File: src/hdl/rbf_pkg.sv
// ---------------------------------------------------------------------------
// rbf_pkg
// Types, constants and the control store of the ratio to bounded fraction
// sequencer.
// ---------------------------------------------------------------------------
package rbf_pkg;

    localparam int unsigned FRAC_BITS_DEF = 16;
    localparam int unsigned RAW_W         = 31;
    localparam int unsigned Q_W           = 10;
    localparam int unsigned PROD_W        = Q_W + RAW_W;
    localparam int unsigned SUM_W         = PROD_W + 1;
    localparam int unsigned NUM_MAX       = 1000;
    localparam logic [Q_W-1:0] CAP_RESET  = 10'd100;
    localparam logic REG_IDX_MAX_DEN      = 1'b0;

    localparam int unsigned STEP_W = 4;
    typedef logic [STEP_W-1:0] step_t;

    localparam step_t STEP_INIT  = 4'd0;
    localparam step_t STEP_TEST  = 4'd1;
    localparam step_t STEP_DIVLD = 4'd2;
    localparam step_t STEP_DIVIT = 4'd3;
    localparam step_t STEP_MULQ  = 4'd4;
    localparam step_t STEP_CHECK = 4'd5;
    localparam step_t STEP_ADV   = 4'd6;
    localparam step_t STEP_FIN   = 4'd7;
    localparam step_t STEP_RND   = 4'd8;
    localparam step_t STEP_ERR   = 4'd9;
    localparam step_t STEP_EMIT  = 4'd10;

    typedef enum logic [3:0] {
        OP_NOP,
        OP_INIT,
        OP_DIVLD,
        OP_DIVIT,
        OP_MULQ,
        OP_MULR,
        OP_ADV,
        OP_RND,
        OP_ERR,
        OP_EMIT
    } op_t;

    typedef enum logic [2:0] {
        COND_NEVER,
        COND_ALWAYS,
        COND_NEG,
        COND_EXIT,
        COND_DIV_MORE,
        COND_OVER,
        COND_OUT_BUSY
    } cond_t;

    typedef struct packed {
        op_t   op;
        cond_t cond;
        step_t target;
    } ctrl_t;

    function automatic ctrl_t rom_word(input step_t pc);
        ctrl_t w;
        w = '{op: OP_NOP, cond: COND_NEVER, target: STEP_INIT};
        case (pc)
            STEP_INIT:  w = '{op: OP_INIT,  cond: COND_NEG,      target: STEP_ERR};
            STEP_TEST:  w = '{op: OP_NOP,   cond: COND_EXIT,     target: STEP_FIN};
            STEP_DIVLD: w = '{op: OP_DIVLD, cond: COND_NEVER,    target: STEP_INIT};
            STEP_DIVIT: w = '{op: OP_DIVIT, cond: COND_DIV_MORE, target: STEP_DIVIT};
            STEP_MULQ:  w = '{op: OP_MULQ,  cond: COND_NEVER,    target: STEP_INIT};
            STEP_CHECK: w = '{op: OP_NOP,   cond: COND_OVER,     target: STEP_FIN};
            STEP_ADV:   w = '{op: OP_ADV,   cond: COND_ALWAYS,   target: STEP_TEST};
            STEP_FIN:   w = '{op: OP_MULR,  cond: COND_NEVER,    target: STEP_INIT};
            STEP_RND:   w = '{op: OP_RND,   cond: COND_ALWAYS,   target: STEP_EMIT};
            STEP_ERR:   w = '{op: OP_ERR,   cond: COND_NEVER,    target: STEP_INIT};
            STEP_EMIT:  w = '{op: OP_EMIT,  cond: COND_OUT_BUSY, target: STEP_EMIT};
            default:    w = '{op: OP_NOP,   cond: COND_NEVER,    target: STEP_INIT};
        endcase
        return w;
    endfunction

endpackage

File: src/hdl/ratio_to_bounded_fraction_top.sv
// Sequence: a check for a non-positive input, then convergent steps until the
// remainder is zero or the cap stops them, then a final multiply and rounding.
// Each step runs a bit-serial restoring division of FRAC_BITS+1 quotient bits.
// Throughput: one item at a time; the next item is accepted once the result
// is handed to the output register, which holds it until taken.
// Reset: synchronous on aresetn low; the cap returns to 100, no result pending.
// ---------------------------------------------------------------------------
// ratio_to_bounded_fraction_top
// Converts a positive fixed-point ratio into numerator/denominator with a
// capped denominator, using a microcoded sequencer over a small datapath.
// ---------------------------------------------------------------------------
module ratio_to_bounded_fraction_top
    import rbf_pkg::*;
#(
    parameter int unsigned FRAC_BITS = FRAC_BITS_DEF
) (
    input  logic        aclk,
    input  logic        aresetn,

    input  logic        s_valid,
    output logic        s_ready,
    input  logic [31:0] s_ratio_value,

    output logic        m_valid,
    input  logic        m_ready,
    output logic [9:0]  m_numerator,
    output logic [9:0]  m_denominator,
    output logic        m_not_positive,

    input  logic        psel,
    input  logic        penable,
    input  logic        pwrite,
    input  logic [2:0]  paddr,
    input  logic [31:0] pwdata,
    output logic [31:0] prdata,
    output logic        pready
);

    localparam int unsigned W  = FRAC_BITS + 1;
    localparam int unsigned CW = $clog2(W + 1);

    logic [Q_W-1:0]    cap_reg, cap_next;
    logic              busy_reg, busy_next;
    step_t             pc_reg, pc_next;
    logic [31:0]       raw_reg, raw_next;
    logic [W-1:0]      num_reg, num_next;
    logic [W-1:0]      den_reg, den_next;
    logic [W-1:0]      rem_reg, rem_next;
    logic [W-1:0]      quo_reg, quo_next;
    logic [CW-1:0]     cnt_reg, cnt_next;
    logic [Q_W-1:0]    prev_reg, prev_next;
    logic [Q_W-1:0]    cur_reg, cur_next;
    logic [PROD_W-1:0] prod_reg, prod_next;
    logic [Q_W-1:0]    res_num_reg, res_num_next;
    logic [Q_W-1:0]    res_den_reg, res_den_next;
    logic              res_neg_reg, res_neg_next;
    logic              m_valid_reg, m_valid_next;
    logic [Q_W-1:0]    m_num_reg, m_num_next;
    logic [Q_W-1:0]    m_den_reg, m_den_next;
    logic              m_neg_reg, m_neg_next;

    ctrl_t             cw;
    logic              cond_hit;
    logic              out_free;
    logic              is_neg;
    logic [W-1:0]      rem_sh;
    logic              div_ge;
    logic [RAW_W-1:0]  mul_b;
    logic [PROD_W-1:0] mul_p;
    logic [SUM_W-1:0]  next_q;
    logic [SUM_W-1:0]  rnd_sum;
    logic [SUM_W-1:0]  rnd_t;
    logic [Q_W-1:0]    rnd_sat;
    logic              cfg_wr;

    assign cw       = rom_word(pc_reg);
    assign out_free = !m_valid_reg || m_ready;
    assign is_neg   = (raw_reg == 32'd0) || raw_reg[31];

    assign rem_sh = {rem_reg[W-2:0], quo_reg[W-1]};
    assign div_ge = rem_sh >= num_reg;

    assign mul_b  = (cw.op == OP_MULR) ? raw_reg[RAW_W-1:0] : RAW_W'(quo_reg);
    assign mul_p  = PROD_W'(cur_reg) * PROD_W'(mul_b);
    assign next_q = {1'b0, prod_reg} + SUM_W'(prev_reg);

    assign rnd_sum = {1'b0, prod_reg} + (SUM_W'(1) << (FRAC_BITS - 1));
    assign rnd_t   = rnd_sum >> FRAC_BITS;

    always_comb begin
        if (rnd_t == '0) begin
            rnd_sat = Q_W'(1);
        end else if (rnd_t > SUM_W'(NUM_MAX)) begin
            rnd_sat = Q_W'(NUM_MAX);
        end else begin
            rnd_sat = rnd_t[Q_W-1:0];
        end
    end

    always_comb begin
        case (cw.cond)
            COND_NEVER:    cond_hit = 1'b0;
            COND_ALWAYS:   cond_hit = 1'b1;
            COND_NEG:      cond_hit = is_neg;
            COND_EXIT:     cond_hit = (num_reg == '0) || (cur_reg >= cap_reg);
            COND_DIV_MORE: cond_hit = cnt_reg != CW'(1);
            COND_OVER:     cond_hit = next_q > SUM_W'(cap_reg);
            COND_OUT_BUSY: cond_hit = !out_free;
            default:       cond_hit = 1'b0;
        endcase
    end

    assign cfg_wr = psel && penable && pwrite && pready;

    always_comb begin
        cap_next     = cap_reg;
        busy_next    = busy_reg;
        pc_next      = pc_reg;
        raw_next     = raw_reg;
        num_next     = num_reg;
        den_next     = den_reg;
        rem_next     = rem_reg;
        quo_next     = quo_reg;
        cnt_next     = cnt_reg;
        prev_next    = prev_reg;
        cur_next     = cur_reg;
        prod_next    = prod_reg;
        res_num_next = res_num_reg;
        res_den_next = res_den_reg;
        res_neg_next = res_neg_reg;
        m_valid_next = m_valid_reg;
        m_num_next   = m_num_reg;
        m_den_next   = m_den_reg;
        m_neg_next   = m_neg_reg;

        if (cfg_wr && (paddr[2] == REG_IDX_MAX_DEN)) begin
            cap_next = pwdata[Q_W-1:0];
        end

        if (m_valid_reg && m_ready) begin
            m_valid_next = 1'b0;
        end

        if (!busy_reg) begin
            if (s_valid) begin
                busy_next = 1'b1;
                pc_next   = STEP_INIT;
                raw_next  = s_ratio_value;
            end
        end else begin
            pc_next = cond_hit ? cw.target : step_t'(pc_reg + step_t'(1));
            case (cw.op)
                OP_INIT: begin
                    num_next  = {1'b0, raw_reg[FRAC_BITS-1:0]};
                    den_next  = {1'b1, {FRAC_BITS{1'b0}}};
                    prev_next = '0;
                    cur_next  = Q_W'(1);
                end
                OP_DIVLD: begin
                    rem_next = '0;
                    quo_next = den_reg;
                    cnt_next = CW'(W);
                end
                OP_DIVIT: begin
                    rem_next = div_ge ? (rem_sh - num_reg) : rem_sh;
                    quo_next = {quo_reg[W-2:0], div_ge};
                    cnt_next = cnt_reg - CW'(1);
                end
                OP_MULQ, OP_MULR: begin
                    prod_next = mul_p;
                end
                OP_ADV: begin
                    prev_next = cur_reg;
                    cur_next  = next_q[Q_W-1:0];
                    den_next  = num_reg;
                    num_next  = rem_reg;
                end
                OP_RND: begin
                    res_num_next = rnd_sat;
                    res_den_next = cur_reg;
                    res_neg_next = 1'b0;
                end
                OP_ERR: begin
                    res_num_next = Q_W'(1);
                    res_den_next = Q_W'(1);
                    res_neg_next = 1'b1;
                end
                OP_EMIT: begin
                    if (out_free) begin
                        m_valid_next = 1'b1;
                        m_num_next   = res_num_reg;
                        m_den_next   = res_den_reg;
                        m_neg_next   = res_neg_reg;
                        busy_next    = 1'b0;
                    end
                end
                default: begin
                end
            endcase
        end
    end

    always_ff @(posedge aclk) begin
        if (!aresetn) begin
            cap_reg     <= CAP_RESET;
            busy_reg    <= 1'b0;
            pc_reg      <= STEP_INIT;
            m_valid_reg <= 1'b0;
        end else begin
            cap_reg     <= cap_next;
            busy_reg    <= busy_next;
            pc_reg      <= pc_next;
            m_valid_reg <= m_valid_next;
        end
    end

    always_ff @(posedge aclk) begin
        raw_reg     <= raw_next;
        num_reg     <= num_next;
        den_reg     <= den_next;
        rem_reg     <= rem_next;
        quo_reg     <= quo_next;
        cnt_reg     <= cnt_next;
        prev_reg    <= prev_next;
        cur_reg     <= cur_next;
        prod_reg    <= prod_next;
        res_num_reg <= res_num_next;
        res_den_reg <= res_den_next;
        res_neg_reg <= res_neg_next;
        m_num_reg   <= m_num_next;
        m_den_reg   <= m_den_next;
        m_neg_reg   <= m_neg_next;
    end

    assign s_ready        = !busy_reg;
    assign m_valid        = m_valid_reg;
    assign m_numerator    = m_num_reg;
    assign m_denominator  = m_den_reg;
    assign m_not_positive = m_neg_reg;

    assign pready = 1'b1;
    assign prdata = (paddr[2] == REG_IDX_MAX_DEN) ? 32'(cap_reg) : 32'd0;

endmodule

File: config.mk
export PLATFORM = sky130hd
export DESIGN_NAME = ratio_to_bounded_fraction_top
export DESIGN_NICKNAME = d
export VERILOG_FILES = /design/src/hdl/rbf_pkg.sv /design/src/hdl/ratio_to_bounded_fraction_top.sv
export SDC_FILE = /design/constraint.sdc
export NUM_CORES = 1
export LEC_CHECK = 0
export BUFFER_PORTS_ARGS = -buffer_cell sky130_fd_sc_hd__buf_2
export CORE_MARGIN = 3
export CORE_UTILIZATION = 55
export CTS_CLUSTER_DIAMETER = 100
export DETAILED_ROUTE_END_ITERATION = 12
export GPL_TIMING_DRIVEN = 0
export PLACE_DENSITY = 0.83
export SKIP_LAST_GASP = 1
export SYNTH_ARGS = -nofsm -noshare
export SYNTH_HDL_FRONTEND = slang
export SYNTH_SLANG_ARGS = --single-unit
File: constraint.sdc
create_clock -name aclk -period 11.71 [get_ports aclk]
set_clock_uncertainty 0.1 [all_clocks]
set_input_delay 2.342 -clock aclk [delete_from_list [all_inputs] [get_ports aclk]]
set_output_delay 2.342 -clock aclk [all_outputs]
set_load 0.05 [all_outputs]
==> impl_metrics.tcl <==
set metrics [dict create \
    diodes 0 \
    cp.required_ps 11890 \
    fp.coreArea_um2 39280 \
    syn_area_per_cell_um2 9.663 \
    clock-root-buffer "clkbuf_16" \
    pre_cts_slack_ps 2901 \
    synth_top_cell_by_area "edfxtp_1" \
    ios 130 \
    cts_hold_buf 0 \
    finalSetupViolCount 0 \
    grt_pass1_wl_um 95920 \
    arrival_ps 9100 \
    crit_path_start_kind "flip-flop" \
    die-area_um2 42770 \
    swShare_pct 44.65 \
    drive_gt1_share_pct 9.139 \
    pwr-share-comb_pct 65.2 \
    die_w_um 206.8 \
    maxCapViolCount 0 \
    place_hpwl_um 47150 \
    post_drt_wl_per_cell_um 19.81 \
    dr.pass1.iters 5 \
    peakVddDrop_mv 0.2713 \
    switching_power_mw 2.914 \
    drtAntennaViolNets 0 \
    crit_start "cw[9]$_DFF_P_" \
    finalCriticalPeriod_ps 8916 \
    synth.top_cells.by_area "edfxtp_1 (28%), fa_1 (21%), ha_1 (7.5%)" \
    syn2layout_area_growth_pct 10.64 \
    p_leak_nw 11.20 \
    powerDensity_nw_per_um2 265.9 \
    synth_area_um2 22180 \
    ys.flop_type "edfxtp_1" \
    worstMarginPinSlew_ps 1127 \
    antenna_found_initial 0 \
    yosysTopAreaCellShare_pct 28.17 \
    viasPerCell 5.889 \
    ys_warn_count 0 \
    gp_congestion 1.028 \
    post_cts_resized 0 \
    grtUsageTotal_pct 28.58 \
    synth_edf_count 208 \
    rows 72 \
    hp-class "reg -> reg" \
    drc 0 \
    syn_inst 2295 \
    initial_core_util_pct 56.46 \
    cts_buffers 27 \
    routed_wl_um 59020 \
    die_y_um 206.8 \
    hold_viol 0 \
    ys_seq_area_share_pct 30.60 \
    vias 17550 \
    synthTopCellsByCount "nand2_1 (326), inv_1 (304), fa_1 (232), edfxtp_1 (208), ha_1 (133)" \
    hp-start "res_den_reg[8]$_SDFFCE_PP0P_" \
    fmax_mhz 112.2 \
    cts_sinks 235 \
    p_seq_share_pct 19.9 \
    cts_tree "done" \
    rrSetupSlack_ps 2790 \
    grt_max_degree 33 \
    finalSetupTns_ps 0 \
    relSlewSlack_pct 22.73 \
    synthArstFlopShare_pct 0 \
    yosys_register_bits 235 \
    port_buffers 81 \
    clock_latency_ps 550 \
    report.final.slew_viol_count 0 \
    detail_route.iter0.violations 1564 \
    reg2reg_from "cw[9]$_DFF_P_" \
    grt_pass1_vias 18310 \
    ys_types 85 \
    period_share_pct 76.14 \
    largest_reg_flops 41 \
    timing.final.ws_setup_ps 2794 \
    intPower_mw 3.611 \
    criticalPathCategory "reg -> reg" \
    crit_fanout 10 \
    overflow 0 \
    clockPowerShare_pct 14.9 \
    post-synth-top-count-cell "nand2_1" \
    fin_nets 2880 \
    critPathCaptureType "flip-flop" \
    outcome "finished, final reports clean" \
    h-tree-depth 1 \
    cts_setup_buffers 0 \
    rsz0062_at_grt "no" \
    path_clk_slew_ps 60 \
    clockBufferDepth 3 \
]
worst max-delay path, stage by stage, from the launching register on:
cell,delay [ps]
dfxtp_1,440
nor2b_1,270
and3b_1,190
clkbuf_1,260
buf_1,510
mux2i_1,990
nor2b_1,170
fa_1,520
fa_1,520
inv_1,50
fa_1,460
fa_1,550
inv_1,60
fa_1,490
ha_1,390
a21o_1,200
a41oi_1,360
a21oi_1,240
a211o_1,350
a31oi_1,300
o21ai_0,220
a21o_1,260
a211oi_1,430
o41ai_1,150
xor2_1,160
per-stage QoR:
step,power (mW),hold slack [ps],area (µm²),utilization (%),cells
5_1_grt,7.155,317.0,24530,62.47,2980
3_3_place_gp,5.328,300.6,23310,59.34,2915
4_1_cts,6.485,314.6,24530,62.47,2980
3_5_place_dp,5.471,304.5,23500,59.83,2930
2_1_floorplan,4.583,300.3,22260,-,2316
6_report,6.525,315.2,24530,62.47,2980
cells in the final DEF (no fill, tap or decap), types with 14 or more instances in the layout:
master / instances
nand2_1: 326
inv_1: 304
fa_1: 232
edfxtp_1: 208
ha_1: 133
nor2_1: 120
and2_1: 115
buf_2: 90
clkbuf_1: 87
a21oi_1: 80
and3_1: 63
xnor2_1: 50
nor2b_1: 44
o21ai_0: 41
nand3_1: 33
nor3_1: 32
a21o_1: 30
nand4_1: 28
buf_4: 28
dfxtp_1: 27
clkbuf_16: 27
mux2i_1: 23
xor2_1: 23
conb_1: 23
o211ai_1: 21
nor4_1: 21
nand2b_1: 17
mux2_2: 15
a211oi_1: 15
o21a_1: 14
worst paths after layout:
path         depth (start not counted)                          to
max                                 24      prod_reg[37]$_DFFE_PP_
min                                  0  m_denominator[8]$_DFFE_PP_
max reg2reg                         24      prod_reg[37]$_DFFE_PP_
min reg2reg                          0  m_denominator[8]$_DFFE_PP_
cell families after synthesis:
| group | after synthesis | synth area share (%) |
|---|---|---|
| xor+xnor | 73 | 2.883 |
| flops | 235 | 30.60 |
| other cells | 2 | 0.03387 |
| compound gates | 301 | 9.276 |
| buf+inv | 430 | 7.763 |
| simple gates | 851 | 19.19 |
| mux | 38 | 1.800 |
| fa+ha+maj | 365 | 28.45 |
power groups by stage:
stage / registers, mW / logic (mW) / clock network [mW]
after detailed placement: 1.31 / 4.16 / 0
final: 1.30 / 4.25 / 0.974
after floorplan: 1.28 / 3.30 / 0
after CTS: 1.29 / 4.21 / 0.983
after global placement: 1.32 / 4.01 / 0
after global routing: 1.30 / 4.83 / 1.02
cell type report:
cell class / count / area (µm²)
fillers: 3112 / 14740
well taps: 518 / 648.1
multi-input cells: 1651 / 13780
repair buffers: 96 / 563.0
flip-flops and latches: 235 / 6787
clock inverters: 22 / 354.1
clock buffers: 28 / 679.4
inverters: 305 / 1145
plain buffers: 125 / 576.8
metal layers:
| layer | share of wire [%] | track usage, % | vias to the layer above |
|---|---|---|---|
| li1 | - | - | 7920 |
| met1 | 39 | 37.27 | 8508 |
| met2 | 47 | 47.07 | 920 |
| met3 | 9.6 | 5.536 | 200 |
| met4 | 5.0 | 12.16 | 0 |
| met5 | 0 | 0 | - |
No activity file was read; power rests on OpenSTA's default activity.
